===== src/hdl/lsio_pkg.sv =====
// shared types and constants for the lamp and sound i/o controller
`timescale 1ns / 1ps

package lsio_pkg;

  localparam int unsigned ROWS   = 16;
  localparam int unsigned COLS   = 64;
  localparam int unsigned BANKS  = 4;
  localparam int unsigned ROW_W  = (ROWS > 1) ? $clog2(ROWS) : 1;
  localparam int unsigned BANK_W = (BANKS > 1) ? $clog2(BANKS) : 1;
  localparam int unsigned QDEPTH = 2;
  localparam int unsigned QPTR_W = (QDEPTH > 1) ? $clog2(QDEPTH) : 1;
  localparam int unsigned QCNT_W = $clog2(QDEPTH + 1);

  localparam logic [15:0] ACC_CLEAR  = 16'o140000;
  localparam logic [15:0] ACC_MODE_L = 16'o040000;
  localparam logic [15:0] ACC_MODE_S = 16'o000000;
  localparam logic [15:0] ACC_MODE_X = 16'o100000;

  typedef enum logic [1:0] {
    MODE_NONE = 2'd0,
    MODE_L    = 2'd1,
    MODE_S    = 2'd2,
    MODE_X    = 2'd3
  } io_mode_e;

  typedef enum logic [1:0] {
    P_NONE    = 2'd0,
    P_START   = 2'd1,
    P_CLEAR   = 2'd2,
    P_SPECIAL = 2'd3
  } pulse_e;

  typedef enum logic [2:0] {
    OP_NIO = 3'd0,
    OP_DIA = 3'd1,
    OP_DOA = 3'd2,
    OP_DIB = 3'd3,
    OP_DOB = 3'd4,
    OP_DIC = 3'd5,
    OP_DOC = 3'd6,
    OP_SKP = 3'd7
  } op_e;

  typedef enum logic [2:0] {
    K_READ  = 3'd0,
    K_LAMP  = 3'd1,
    K_CLEAR = 3'd2,
    K_ROW   = 3'd3,
    K_TRIG  = 3'd4,
    K_PARAM = 3'd5
  } kind_e;

  typedef enum logic [2:0] {
    ACT_NONE  = 3'd0,
    ACT_LAMP  = 3'd1,
    ACT_CLEAR = 3'd2,
    ACT_TRIG  = 3'd3,
    ACT_PARAM = 3'd4
  } act_e;

  typedef enum logic [1:0] {
    BK_IDLE = 2'd0,
    BK_ACT  = 2'd1,
    BK_DUMP = 2'd2,
    BK_READ = 2'd3
  } back_state_e;

  typedef enum logic {
    REG_DISPLAY_BY_ROW = 1'b0,
    REG_SWITCH_READ_EN = 1'b1
  } cfg_reg_e;

  typedef struct packed {
    logic        mode;
    logic [1:0]  pulse;
    logic [2:0]  opcode;
    logic [15:0] acc;
    logic [1:0]  bank;
    logic [15:0] bank_value;
  } in_t;

  typedef struct packed {
    kind_e       kind;
    logic [3:0]  row;
    logic [5:0]  col;
    logic [63:0] row_bits;
    logic [4:0]  sound_index;
    logic [9:0]  sound_data;
    logic [15:0] read_data;
    logic        last;
  } out_t;

  // one decoded instruction handed from front to back
  typedef struct packed {
    act_e        act;
    logic        by_row;
    logic [3:0]  row;
    logic [5:0]  col;
    logic [4:0]  sound_index;
    logic [9:0]  sound_data;
    logic [15:0] read_data;
  } cmd_t;

endpackage


===== src/hdl/lamp_and_sound_io_controller.sv =====
// top level of the lamp and sound i/o controller
`timescale 1ns / 1ps

// a request goes through the command queue to the back end; a switch sample only sets a bank
//   a lamp, clear or sound result leaves the output register before the read data result,
//   a by-row clear emits a row dump per row in between; a by-row lamp gets no lamp result
// the back end ends each instruction before the next pop and waits on output back-pressure
// the two-entry command queue lets the front take requests while the back is busy
// reset: asynchronous, clears mode, latches, bank values, bitmap and both config bits

module lamp_and_sound_io_controller import lsio_pkg::*; (
  input  logic clk_i,
  input  logic rst_ni,
  // configuration writes
  input  logic cfg_we_i,
  input  logic cfg_idx_i,
  input  logic cfg_data_i,
  // request channel
  input  logic in_valid_i,
  output logic in_ready_o,
  input  in_t  in_i,
  // result channel
  output logic out_valid_o,
  input  logic out_ready_i,
  output out_t out_o
);

  // front to queue
  logic q_push;
  cmd_t q_wdata;
  logic q_full;
  // queue to back
  logic q_pop;
  cmd_t q_head;
  logic q_empty;

  // decode chains, mode, lamp latch and switch banks
  lsio_front u_front (
    .clk_i      (clk_i),
    .rst_ni     (rst_ni),
    .cfg_we_i   (cfg_we_i),
    .cfg_idx_i  (cfg_idx_i),
    .cfg_data_i (cfg_data_i),
    .in_valid_i (in_valid_i),
    .in_ready_o (in_ready_o),
    .in_i       (in_i),
    .q_full_i   (q_full),
    .q_push_o   (q_push),
    .cmd_o      (q_wdata)
  );

  // decoded commands waiting for the back end
  lsio_queue u_queue (
    .clk_i   (clk_i),
    .rst_ni  (rst_ni),
    .push_i  (q_push),
    .data_i  (q_wdata),
    .pop_i   (q_pop),
    .data_o  (q_head),
    .full_o  (q_full),
    .empty_o (q_empty)
  );

  // lamp bitmap, row dumps and result sequencing
  lsio_back u_back (
    .clk_i       (clk_i),
    .rst_ni      (rst_ni),
    .q_empty_i   (q_empty),
    .head_i      (q_head),
    .q_pop_o     (q_pop),
    .out_valid_o (out_valid_o),
    .out_ready_i (out_ready_i),
    .out_o       (out_o)
  );

endmodule


===== src/hdl/lsio_front.sv =====
// front end: accepts requests, runs both decode chains, keeps mode and switch state
`timescale 1ns / 1ps

module lsio_front import lsio_pkg::*; (
  input  logic clk_i,
  input  logic rst_ni,
  input  logic cfg_we_i,
  input  logic cfg_idx_i,
  input  logic cfg_data_i,
  input  logic in_valid_i,
  output logic in_ready_o,
  input  in_t  in_i,
  input  logic q_full_i,
  output logic q_push_o,
  output cmd_t cmd_o
);

  logic               by_row_q;
  logic               rd_en_q;
  io_mode_e           mode_q, mode_d;
  logic               lamp_pend_q, lamp_pend_d;
  logic [15:0]        lamp_word_q, lamp_word_d;
  logic [1:0]         sel_q, sel_d;
  logic               sw_pend_q, sw_pend_d;
  logic [15:0]        bank_q [BANKS];
  logic               accept;
  logic               is_none, is_spec;
  logic [3:0]         lrow;
  logic [5:0]         lcol;

  assign in_ready_o = !q_full_i;
  assign accept     = in_valid_i && in_ready_o;
  assign is_none    = (in_i.pulse == P_NONE);
  assign is_spec    = (in_i.pulse == P_SPECIAL);
  assign lrow       = lamp_word_q[11:8];
  assign lcol       = lamp_word_q[5:0];

  always_comb begin
    mode_d      = mode_q;
    lamp_pend_d = lamp_pend_q;
    lamp_word_d = lamp_word_q;
    sel_d       = sel_q;
    sw_pend_d   = sw_pend_q;
    cmd_o       = '0;
    cmd_o.act   = ACT_NONE;
    cmd_o.by_row = by_row_q;
    q_push_o    = accept && !in_i.mode;

    // lamp and sound chain
    priority if (is_spec && in_i.opcode == OP_DOC && in_i.acc == ACC_CLEAR) begin
      cmd_o.act = ACT_CLEAR;
    end else if (is_none && in_i.opcode == OP_DOC && in_i.acc == ACC_MODE_L) begin
      mode_d = MODE_L;
    end else if (is_none && in_i.opcode == OP_DOC && in_i.acc == ACC_MODE_S) begin
      mode_d = MODE_S;
    end else if (is_none && in_i.opcode == OP_DOC && in_i.acc == ACC_MODE_X) begin
      mode_d = MODE_X;
    end else if (mode_q == MODE_L && is_none && in_i.opcode == OP_DOA) begin
      lamp_word_d = in_i.acc;
      lamp_pend_d = 1'b1;
    end else if (mode_q == MODE_L && lamp_pend_q && is_spec && in_i.opcode == OP_NIO) begin
      lamp_pend_d = 1'b0;
      if (({1'b0, lrow} < 5'(ROWS)) && ({1'b0, lcol} < 7'(COLS))) begin
        cmd_o.act = ACT_LAMP;
        cmd_o.row = lrow;
        cmd_o.col = lcol;
      end
    end else if (mode_q == MODE_S && is_spec && in_i.opcode == OP_DOB) begin
      cmd_o.act         = ACT_TRIG;
      cmd_o.sound_index = in_i.acc[14:10];
    end else if (mode_q == MODE_X && is_spec && in_i.opcode == OP_DOB) begin
      cmd_o.act         = ACT_PARAM;
      cmd_o.sound_index = in_i.acc[14:10];
      cmd_o.sound_data  = in_i.acc[9:0];
    end else begin
      cmd_o.act = ACT_NONE;
    end

    // switch chain
    priority if (is_none && in_i.opcode == OP_DOA && in_i.acc[15:2] == '0) begin
      sel_d     = in_i.acc[1:0];
      sw_pend_d = 1'b1;
    end else if (sw_pend_q && is_none && in_i.opcode == OP_DIA) begin
      if (rd_en_q && ({1'b0, sel_q} < 3'(BANKS))) begin
        cmd_o.read_data = bank_q[sel_q[BANK_W-1:0]];
      end
      sw_pend_d = 1'b0;
    end else begin
      sw_pend_d = sw_pend_q;
    end
  end

  always_ff @(posedge clk_i or negedge rst_ni) begin
    if (!rst_ni) begin
      by_row_q    <= 1'b0;
      rd_en_q     <= 1'b0;
      mode_q      <= MODE_NONE;
      lamp_pend_q <= 1'b0;
      lamp_word_q <= '0;
      sel_q       <= '0;
      sw_pend_q   <= 1'b0;
      for (int b = 0; b < BANKS; b++) begin
        bank_q[b] <= '0;
      end
    end else begin
      if (cfg_we_i) begin
        unique case (cfg_reg_e'(cfg_idx_i))
          REG_DISPLAY_BY_ROW: by_row_q <= cfg_data_i;
          REG_SWITCH_READ_EN: rd_en_q  <= cfg_data_i;
        endcase
      end
      if (accept && in_i.mode) begin
        for (int b = 0; b < BANKS; b++) begin
          if ({1'b0, in_i.bank} == 3'(b)) begin
            bank_q[b] <= in_i.bank_value;
          end
        end
      end
      if (q_push_o) begin
        mode_q      <= mode_d;
        lamp_pend_q <= lamp_pend_d;
        lamp_word_q <= lamp_word_d;
        sel_q       <= sel_d;
        sw_pend_q   <= sw_pend_d;
      end
    end
  end

endmodule


===== src/hdl/lsio_queue.sv =====
// short command queue between front and back
`timescale 1ns / 1ps

module lsio_queue import lsio_pkg::*; (
  input  logic clk_i,
  input  logic rst_ni,
  input  logic push_i,
  input  cmd_t data_i,
  input  logic pop_i,
  output cmd_t data_o,
  output logic full_o,
  output logic empty_o
);

  cmd_t              mem_q [QDEPTH];
  logic [QPTR_W-1:0] wptr_q, rptr_q;
  logic [QCNT_W-1:0] cnt_q;

  assign full_o  = (cnt_q == QCNT_W'(QDEPTH));
  assign empty_o = (cnt_q == '0);
  assign data_o  = mem_q[rptr_q];

  always_ff @(posedge clk_i) begin
    if (push_i) begin
      mem_q[wptr_q] <= data_i;
    end
  end

  always_ff @(posedge clk_i or negedge rst_ni) begin
    if (!rst_ni) begin
      wptr_q <= '0;
      rptr_q <= '0;
      cnt_q  <= '0;
    end else begin
      if (push_i) begin
        wptr_q <= (wptr_q == QPTR_W'(QDEPTH - 1)) ? '0 : wptr_q + 1'b1;
      end
      if (pop_i) begin
        rptr_q <= (rptr_q == QPTR_W'(QDEPTH - 1)) ? '0 : rptr_q + 1'b1;
      end
      if (push_i && !pop_i) begin
        cnt_q <= cnt_q + 1'b1;
      end else if (pop_i && !push_i) begin
        cnt_q <= cnt_q - 1'b1;
      end
    end
  end

  a_no_overflow: assert property (@(posedge clk_i) disable iff (!rst_ni)
    !(push_i && full_o && !pop_i))
    else $error("queue push while full");

  a_no_underflow: assert property (@(posedge clk_i) disable iff (!rst_ni)
    !(pop_i && empty_o))
    else $error("queue pop while empty");

endmodule


===== src/hdl/lsio_back.sv =====
// back end: owns the lamp bitmap and sequences results onto the output register
`timescale 1ns / 1ps

module lsio_back import lsio_pkg::*; (
  input  logic clk_i,
  input  logic rst_ni,
  input  logic q_empty_i,
  input  cmd_t head_i,
  output logic q_pop_o,
  output logic out_valid_o,
  input  logic out_ready_i,
  output out_t out_o
);

  back_state_e      state_q, state_d;
  cmd_t             cur_q, cur_d;
  logic [ROW_W-1:0] cnt_q, cnt_d;
  logic [63:0]      bitmap_q [ROWS];
  logic             out_valid_q;
  out_t             out_q, out_d;
  logic             can_emit, emit, set_en, clr_en;

  assign can_emit    = !out_valid_q || out_ready_i;
  assign out_valid_o = out_valid_q;
  assign out_o       = out_q;

  always_comb begin
    state_d  = state_q;
    cur_d    = cur_q;
    cnt_d    = cnt_q;
    q_pop_o  = 1'b0;
    set_en   = 1'b0;
    clr_en   = 1'b0;
    emit     = 1'b0;
    out_d    = '0;
    out_d.kind = K_READ;
    unique case (state_q)
      BK_IDLE: begin
        if (!q_empty_i) begin
          q_pop_o = 1'b1;
          cur_d   = head_i;
          set_en  = (head_i.act == ACT_LAMP);
          state_d = BK_ACT;
        end
      end
      BK_ACT: begin
        unique case (cur_q.act)
          ACT_LAMP: begin
            if (cur_q.by_row) begin
              state_d = BK_READ;
            end else if (can_emit) begin
              emit       = 1'b1;
              out_d.kind = K_LAMP;
              out_d.row  = cur_q.row;
              out_d.col  = cur_q.col;
              state_d    = BK_READ;
            end
          end
          ACT_CLEAR: begin
            if (cur_q.by_row) begin
              cnt_d   = '0;
              state_d = BK_DUMP;
            end else if (can_emit) begin
              emit       = 1'b1;
              clr_en     = 1'b1;
              out_d.kind = K_CLEAR;
              state_d    = BK_READ;
            end
          end
          ACT_TRIG: begin
            if (can_emit) begin
              emit              = 1'b1;
              out_d.kind        = K_TRIG;
              out_d.sound_index = cur_q.sound_index;
              state_d           = BK_READ;
            end
          end
          ACT_PARAM: begin
            if (can_emit) begin
              emit              = 1'b1;
              out_d.kind        = K_PARAM;
              out_d.sound_index = cur_q.sound_index;
              out_d.sound_data  = cur_q.sound_data;
              state_d           = BK_READ;
            end
          end
          default: state_d = BK_READ;
        endcase
      end
      BK_DUMP: begin
        if (can_emit) begin
          emit           = 1'b1;
          out_d.kind     = K_ROW;
          out_d.row      = 4'(cnt_q);
          out_d.row_bits = bitmap_q[cnt_q];
          if (cnt_q == ROW_W'(ROWS - 1)) begin
            clr_en  = 1'b1;
            state_d = BK_READ;
          end else begin
            cnt_d = cnt_q + 1'b1;
          end
        end
      end
      BK_READ: begin
        if (can_emit) begin
          emit            = 1'b1;
          out_d.kind      = K_READ;
          out_d.read_data = cur_q.read_data;
          out_d.last      = 1'b1;
          state_d         = BK_IDLE;
        end
      end
    endcase
  end

  always_ff @(posedge clk_i or negedge rst_ni) begin
    if (!rst_ni) begin
      state_q     <= BK_IDLE;
      cnt_q       <= '0;
      out_valid_q <= 1'b0;
      for (int r = 0; r < ROWS; r++) begin
        bitmap_q[r] <= '0;
      end
    end else begin
      state_q <= state_d;
      cnt_q   <= cnt_d;
      if (emit) begin
        out_valid_q <= 1'b1;
      end else if (out_ready_i) begin
        out_valid_q <= 1'b0;
      end
      for (int r = 0; r < ROWS; r++) begin
        if (clr_en) begin
          bitmap_q[r] <= '0;
        end else if (set_en && head_i.row == 4'(r)) begin
          bitmap_q[r][~head_i.col] <= 1'b1;
        end
      end
    end
  end

  always_ff @(posedge clk_i) begin
    cur_q <= cur_d;
    if (emit) begin
      out_q <= out_d;
    end
  end

  a_last_on_read: assert property (@(posedge clk_i) disable iff (!rst_ni)
    out_valid_q |-> (out_q.last == (out_q.kind == K_READ)))
    else $error("last flag not tied to read data result");

  a_dump_only_on_clear: assert property (@(posedge clk_i) disable iff (!rst_ni)
    (state_q == BK_DUMP) |-> (cur_q.act == ACT_CLEAR && cur_q.by_row))
    else $error("row dump outside a by-row clear");

  a_clear_empties_row0: assert property (@(posedge clk_i) disable iff (!rst_ni)
    clr_en |=> (bitmap_q[0] == '0))
    else $error("bitmap not cleared");

endmodule

===== config.mk =====
export PLATFORM = sky130hd
export DESIGN_NAME = lamp_and_sound_io_controller
export DESIGN_NICKNAME = d
export VERILOG_FILES = /design/src/hdl/lsio_pkg.sv /design/src/hdl/lamp_and_sound_io_controller.sv /design/src/hdl/lsio_front.sv /design/src/hdl/lsio_queue.sv /design/src/hdl/lsio_back.sv
export SDC_FILE = /design/constraint.sdc
export NUM_CORES = 2
export LEC_CHECK = 0
export BUFFER_PORTS_ARGS = -buffer_cell sky130_fd_sc_hd__buf_2
export CAP_MARGIN = 20
export CORE_ASPECT_RATIO = 0.8
export CORE_UTILIZATION = 30
export DETAILED_ROUTE_END_ITERATION = 10
export PLACE_DENSITY_LB_ADDON = 0.05
export SYNTH_ARGS = -nofsm -noshare
export SYNTH_HDL_FRONTEND = slang
export SYNTH_SLANG_ARGS = --single-unit

===== constraint.sdc =====
create_clock -name clk_i -period 27 [get_ports clk_i]
set_clock_uncertainty 0.1 [all_clocks]
set_input_delay 1.35 -clock clk_i [delete_from_list [all_inputs] [get_ports clk_i]]
set_output_delay 1.35 -clock clk_i [all_outputs]
set_load 0.05 [all_outputs]

Word-level counts from Yosys, hierarchy flattened:

Memory sizes are Yosys's and may differ from the RTL's.
Index checks and enable logic that the tools add are counted.

* ROM bits: 0
* bits in writable memories: 90
* latch bits: 0
* memories: 1
* bits in registers: 1273
* output and inout port bits: 111

* order comparisons: 4
* $mul: 0
* shifts and indexed selects: 0
* bitwise logic cells: 28
* muxes and demuxes: 117
* div/mod/pow operators: 0
* eq/ne operators: 46
* reductions and logical operators: 98
* $add $sub $neg: 5

Memory list
* u_queue.mem_q: words 2, bits a word 45, rd ports 1, clocked after memory_dff 0, write ports 1, RTL line lsio_queue.sv:15 `cmd_t mem_q [QDEPTH];`

Operators with widths (number)
* 64-bit 2-to-1 mux: 34
* 64-bit bitwise OR: 16
* 64-bit binary-select mux with 4-bit select: 1
* 25-bit 2-to-1 mux: 5
* 16-bit 2-to-1 mux: 5
* 15-bit 2-to-1 mux: 3
* 2-bit nonzero test: 21
* 1-bit logical AND: 41
* 4-bit == test, second input constant: 9
* 3-bit 2-to-1 mux: 11
* 16-bit binary-select mux with 2-bit select: 1
* 16-bit == test, second input constant: 2
* 10-bit 2-to-1 mux: 3
* 2-bit 2-to-1 mux: 13
* 2-bit AND reduction: 11
* 1-bit 2-to-1 mux: 21
* 16-bit by 15-bit == test with 1-bit output, second input constant: 1
* 2-bit == test, second input constant: 8
* 4-bit by 3-bit == test with 1-bit output, second input constant: 4
* 16-bit logical NOT: 1
* 4-bit 2-to-1 mux: 4
* 4-bit one-hot mux with 2 select lines: 2
* 14-bit logical NOT: 1
* 13-bit 2-to-1 mux: 1
* other kinds (42): 79

Longest topological paths before layout:

* depth in word-level cells: 11
* depth in mapped cells: 10

Hierarchy:

From an unflattened synthesis, not the netlist that was laid out.

* cells, all modules: 4914
* area, all modules: 58605.0 sq um

By module, submodules not included
* lsio_back: area each 50910.1 sq um, instances 1, cells an instance 4481
* lsio_front: area each 4061.4 sq um, instances 1, cells an instance 277
* lsio_queue: area each 3633.5 sq um, instances 1, cells an instance 156

Worst setup path after synthesis:

OpenSTA, ideal clock, no wires.

* path kind: input -> register
* start: input out_ready_i
* end: register u_back.out_q (netlist bit u_back.out_o[0]) (enable)
* cell stages on the path: 2
* arrival time: 8.853 ns
* path slack: 17.336 ns
* path through: nor2b_1 -> nor3_1

* longest elaborated chain between the ends: 5

RTL lines
* from (decl): RTL line lamp_and_sound_io_controller.sv:24 `input logic out_ready_i,`
* 1-bit logical OR (*): RTL line lsio_back.sv:23 `assign can_emit = !out_valid_q || out_ready_i;`
* 1-bit 2-to-1 mux (*)
* 1-bit 2-to-1 mux: RTL line lsio_back.sv:49 `if (cur_q.by_row) begin`
* 1-bit one-hot mux with 2 select lines: RTL line lsio_back.sv:47 `unique case (cur_q.act)`
* 1-bit one-hot mux with 2 select lines (*): RTL line lsio_back.sv:37 `unique case (state_q)`
* via u_back.emit: RTL line lsio_back.sv:21 `logic can_emit, emit, set_en, clr_en;`
* to (signal assigned): RTL line lsio_back.sv:145 `out_q <= out_d;`
* to (decl): RTL line lsio_back.sv:20 `out_t out_q, out_d;`

The timed path passes the listed nets; every way through them passes the cells marked *.
A chain may end at the register's enable or synchronous reset.

Worst setup path after layout:

* start: register u_back.cnt_q[0]
* end: register u_back.bitmap_q[794] in the netlist's numbering

* longest elaborated chain between the ends: 5

RTL lines
* from (decl): RTL line lsio_back.sv:17 `logic [ROW_W-1:0] cnt_q, cnt_d;`
* from (signal assigned): RTL line lsio_back.sv:126 `cnt_q <= cnt_d;`
* 4-bit == test (*): RTL line lsio_back.sv:96 `if (cnt_q == ROW_W'(ROWS - 1)) begin`
* 1-bit 2-to-1 mux (*): RTL line lsio_back.sv:96
* 1-bit 2-to-1 mux (*): RTL line lsio_back.sv:91 `if (can_emit) begin`
* 1-bit one-hot mux with 2 select lines (*): RTL line lsio_back.sv:37
* 64-bit 2-to-1 mux or 2-bit nonzero test (tied branches)
* to (signal, indexed assignment): RTL line lsio_back.sv:122 `bitmap_q[r] <= '0;`
* to (signal, indexed assignment): RTL line lsio_back.sv:134 `bitmap_q[r] <= '0;`
* to (signal, indexed assignment): RTL line lsio_back.sv:136 `bitmap_q[r][~head_i.col] <= 1'b1;`
* to (decl): RTL line lsio_back.sv:18 `logic [63:0] bitmap_q [ROWS];`

Every way passes the cells marked *; elsewhere a longest branch is shown, timed or not.

==> summary.md <==
At the end of routability-driven placement, the weighted congestion stood at 0.707. STA puts the critical path data required time at 27.54 ns. The number of distinct standard cells referenced by the synthesized netlist is 63.

Instance count along the most critical hold path: 1. Entering global routing, the biggest net connects 198 pins. The critical path starts at u_back.cnt_q[0]$_DFFE_PN0P_. For the count of pins over their slew limit, the log shows 0. From bottom edge to top edge, the die measures 405 µm. The number of enable flip-flop cells after synthesis was 244. After global routing the overflow that remains totals 0. The tools report the timing endpoint of the critical path as u_back.bitmap_q[794]$_DFFE_PN0P_. The H-tree was split into 4 levels.

The die covers 0.205 mm². The run finished, with violations left. The detail route stage leaves a number of antenna-violating nets equal to 0.

Measured in cells, the most critical reg-to-reg path has a length of 9. Sorting the synthesized cells by area gives the leading types as sky130_fd_sc_hd__dfrtp_1 46%, sky130_fd_sc_hd__edfxtp_1 12%, sky130_fd_sc_hd__mux4_2 10%. The first detailed-routing pass took 11 iterations.

The logs give 44600 for the number of global-route vias before repair and 0.580 for the sequential element share of the synthesized area. For the utilization after layout, the log shows 0.344. Setup repair after global routing left no endpoint under its margin.

After clock tree synthesis, the clock-pin slew on the worst setup and hold paths is 0.06 ns. Summing every instance area after synthesis gives 0.0608 mm². The estimated wirelength of the detail-placed design was 106 mm.

The tools report the critical path launch point type as a flip-flop. The critical path is of the reg -> reg type. The tools report the endpoint of the most critical register-to-register path as u_back.bitmap_q[794]$_DFFE_PN0P_. The number of buffers created by CTS was 157; the share of layout cells above drive strength 1 was 0.204.

Across the VDD grid, the largest voltage drop is 0.0000807 V. Leading cell type in the layout, fill and taps excluded: sky130_fd_sc_hd__dfrtp_1. The final reports fail on DRC.

Across all layers, the routed design uses 43600 vias. Post-cts repair resize count: 0. The CTS root buffer was sky130_fd_sc_hd__clkbuf_16. Summed over all layers, the routed wires come to 216 mm. The run gives 0.303 as the initial cell density of the core. The tightest min-delay check is of the reg -> reg type. The tools report the total of warnings raised by yosys as 0. The post-detailed-route via-to-cell ratio was 5.70; the remaining routing DRC violations was 14. The clock sink count is 1361, and the slack of the worst reg-to-reg path is 21.57 ns. The endpoint class of the critical path is a flip-flop. TritonCTS built the clock tree. Counting along the longest clock path gives a buffer depth of 3. The detailed router finished its first iteration with 4136 violations. After clock tree synthesis, the flow added hold-fix buffers numbering 0.

The tools report the relative slew slack as 0.189. Setup violations remaining at the end of the flow were counted as 0. Reg-to-reg critical path startpoint: u_back.cnt_q[0]$_DFFE_PN0P_. The transition time at the pin with the least slew margin is 1.22 ns, and the buffer count from post-CTS setup fixing is 0.

Dividing the detail-routed wire length by the instance count gives 28.3 µm. 158 I/O pins were placed. Max-cap violations in this run came to 0.

The gate count after technology mapping is 4931, and the worst hold slack across all endpoints is 0.376 ns. The placeable core region was 0.201 mm². The logs give 0 ns for the setup TNS after final layout and 8.67 mW for the post-route total power. The area share of the largest cell type after synthesis came out at 0.459. The biggest area consumer among synthesized cells was sky130_fd_sc_hd__dfrtp_1.

Input and output buffers added on the ports amount to 157. Summed over all cells, the static leakage comes to 26.1 nW. The run gives 7347 as the placed instance count. Post-route minimum period: 5.43 ns.

For the overall global routing resource usage, the log shows 0.210. For the worst-skew pair, the clock arrives at the later sink with an insertion delay of 0.81 ns. Fraction of the cycle the final worst path needs: 0.201. Data arrives at the worst endpoint at 5.97 ns. Power spread over the standard cell area amounts to 125 mW/mm². In the layout the commonest cells are 1114 x sky130_fd_sc_hd__dfrtp_1, 1026 x sky130_fd_sc_hd__nor2_1, 640 x sky130_fd_sc_hd__a31oi_1, 374 x sky130_fd_sc_hd__a41oi_1, 272 x sky130_fd_sc_hd__mux4_2. The die width works out to 506 µm. The wire length of the first global-routing pass was 323 mm; the post-synthesis average cell area was 12.3 µm². In the synthesized netlist the dominant register cell turns out to be sky130_fd_sc_hd__dfrtp_1.

From synthesis to final layout, the design area changed by 13.8%. The run gives 7640 as the final instance count without filler cells. The final net count was 4878; the highest net fanout along the worst path was 197. The site row count is 147, and the maximum achievable frequency is 184 MHz. The net count after synthesis is 4985, and the initial antenna violation count is 4. The flip-flop and latch count after synthesis came out at 1361. The number of hold-slack violations in the final timing report is 0, and the share of synthesized registers carrying an async set or reset is 0.821.
==> worst min-delay path by stage <==
stage                                          start                               end
detailed placement   u_front.lamp_pend_q$_DFFE_PN0P_   u_front.lamp_pend_q$_DFFE_PN0P_
floorplan               u_front.by_row_q$_DFFE_PN0P_    u_queue.mem_q[0][41]$_DFFE_PP_
CTS                  u_front.lamp_pend_q$_DFFE_PN0P_   u_front.lamp_pend_q$_DFFE_PN0P_
global placement     u_front.lamp_pend_q$_DFFE_PN0P_   u_front.lamp_pend_q$_DFFE_PN0P_
finish               u_front.lamp_pend_q$_DFFE_PN0P_   u_front.lamp_pend_q$_DFFE_PN0P_
global route        u_back.bitmap_q[621]$_DFFE_PN0P_  u_back.bitmap_q[621]$_DFFE_PN0P_
==> Yosys cell counts (6+ instances only) <==
cell type,n
sky130_fd_sc_hd__buf_6,18
sky130_fd_sc_hd__nand3b_1,19
sky130_fd_sc_hd__a222oi_1,64
sky130_fd_sc_hd__a21oi_1,11
sky130_fd_sc_hd__buf_1,75
sky130_fd_sc_hd__a22oi_2,6
sky130_fd_sc_hd__or3b_1,11
sky130_fd_sc_hd__edfxtp_1,244
sky130_fd_sc_hd__nand2_1,19
sky130_fd_sc_hd__inv_1,18
sky130_fd_sc_hd__a31oi_1,640
sky130_fd_sc_hd__clkbuf_1,326
sky130_fd_sc_hd__or3b_2,9
sky130_fd_sc_hd__o22ai_1,64
sky130_fd_sc_hd__nor3_1,7
sky130_fd_sc_hd__dfrtp_1,1117
sky130_fd_sc_hd__a41oi_1,374
sky130_fd_sc_hd__mux2i_1,129
sky130_fd_sc_hd__nor2_1,1027
sky130_fd_sc_hd__ha_1,7
sky130_fd_sc_hd__and2_1,40
sky130_fd_sc_hd__and3_1,46
sky130_fd_sc_hd__nand3_1,8
sky130_fd_sc_hd__a22oi_1,8
sky130_fd_sc_hd__nand4_1,12
sky130_fd_sc_hd__buf_4,27
sky130_fd_sc_hd__mux4_2,272
sky130_fd_sc_hd__or3_1,7
sky130_fd_sc_hd__buf_2,138
sky130_fd_sc_hd__mux2_2,124
==> where the power goes <==
group / switching (mW) / leakage (nW) / internal, mW / total, mW
Combinational: 1.76 / 9.24 / 1.14 / 2.90
Clock: 0.936 / 2.60 / 1.26 / 2.20
Sequential: 0.508 / 14.2 / 3.07 / 3.58
Total: 3.21 / 26.1 / 5.47 / 8.67
==> sequential cells by signal, indices dropped and copies added (netlist names), 2 cells and up, named ones only <==
name                 count
u_back.bitmap_q       1024
u_back.cnt_q             4
u_back.cur_q            45
u_back.out_o           109
u_front.bank_q          64
u_front.lamp_word_q     10
u_front.mode_q           2
u_front.sel_q            2
u_queue.cnt_q            2
u_queue.mem_q           90
==> worst max-delay path, cell delays in order, from the launching register on <==
cell	delay, ns
sky130_fd_sc_hd__dfrtp_4	0.98
sky130_fd_sc_hd__ha_1	0.31
sky130_fd_sc_hd__and3_1	0.21
sky130_fd_sc_hd__nand3_1	0.13
sky130_fd_sc_hd__a21boi_4	0.20
sky130_fd_sc_hd__buf_12	0.52
sky130_fd_sc_hd__buf_4	0.72
sky130_fd_sc_hd__buf_4	0.85
sky130_fd_sc_hd__buf_4	0.86
sky130_fd_sc_hd__nor2_1	0.13
==> routing by layer <==
metal | global-route usage | up-vias | routed length [µm]
met4 | 0.0456 | 0 | 3660
met3 | 0.0279 | 244 | 9260
met5 | 0 | - | 0
met1 | 0.307 | 23500 | 102000
met2 | 0.331 | 1170 | 101000
li1 | - | 18700 | -
==> per-stage QoR <==
step / setup WS [ns] / area [µm²]
2_1_floorplan: 17.34 / 60800
3_3_place_gp: 20.93 / 63900
3_5_place_dp: 20.90 / 63900
4_1_cts: 21.33 / 69200
5_1_grt: 21.05 / 69200
6_report: 21.57 / 69200
==> cells by family (layout without fill, tap and decap cells) <==
family | Yosys count | in the layout | synth area share
AND/OR/NAND/NOR | 1236 | 1236 | 0.0858
flip-flops | 1361 | 1361 | 0.580
adder cells (fa/ha/maj) | 7 | 7 | 0.00144
buffers and inverters | 603 | 627 | 0.0439
XOR/XNOR | 5 | 5 | 0.000720
AO/OA/AOI/OAI | 1194 | 1194 | 0.144
multiplexers | 525 | 525 | 0.145
other | 0 | 3 | 0
==> area by class of cell <==
cell class,instances,area [µm²]
Clock buffer,235,4620
Inverter,19,78.8
Sequential cell,1361,35300
Multi-Input combinational cell,2967,23000
Clock inverter,55,654
Timing Repair Buffer,318,2170
Fill cell,19800,132000
Tap cell,2682,3360
Antenna cell,3,7.51
No activity file was read; power rests on OpenSTA's default activity.
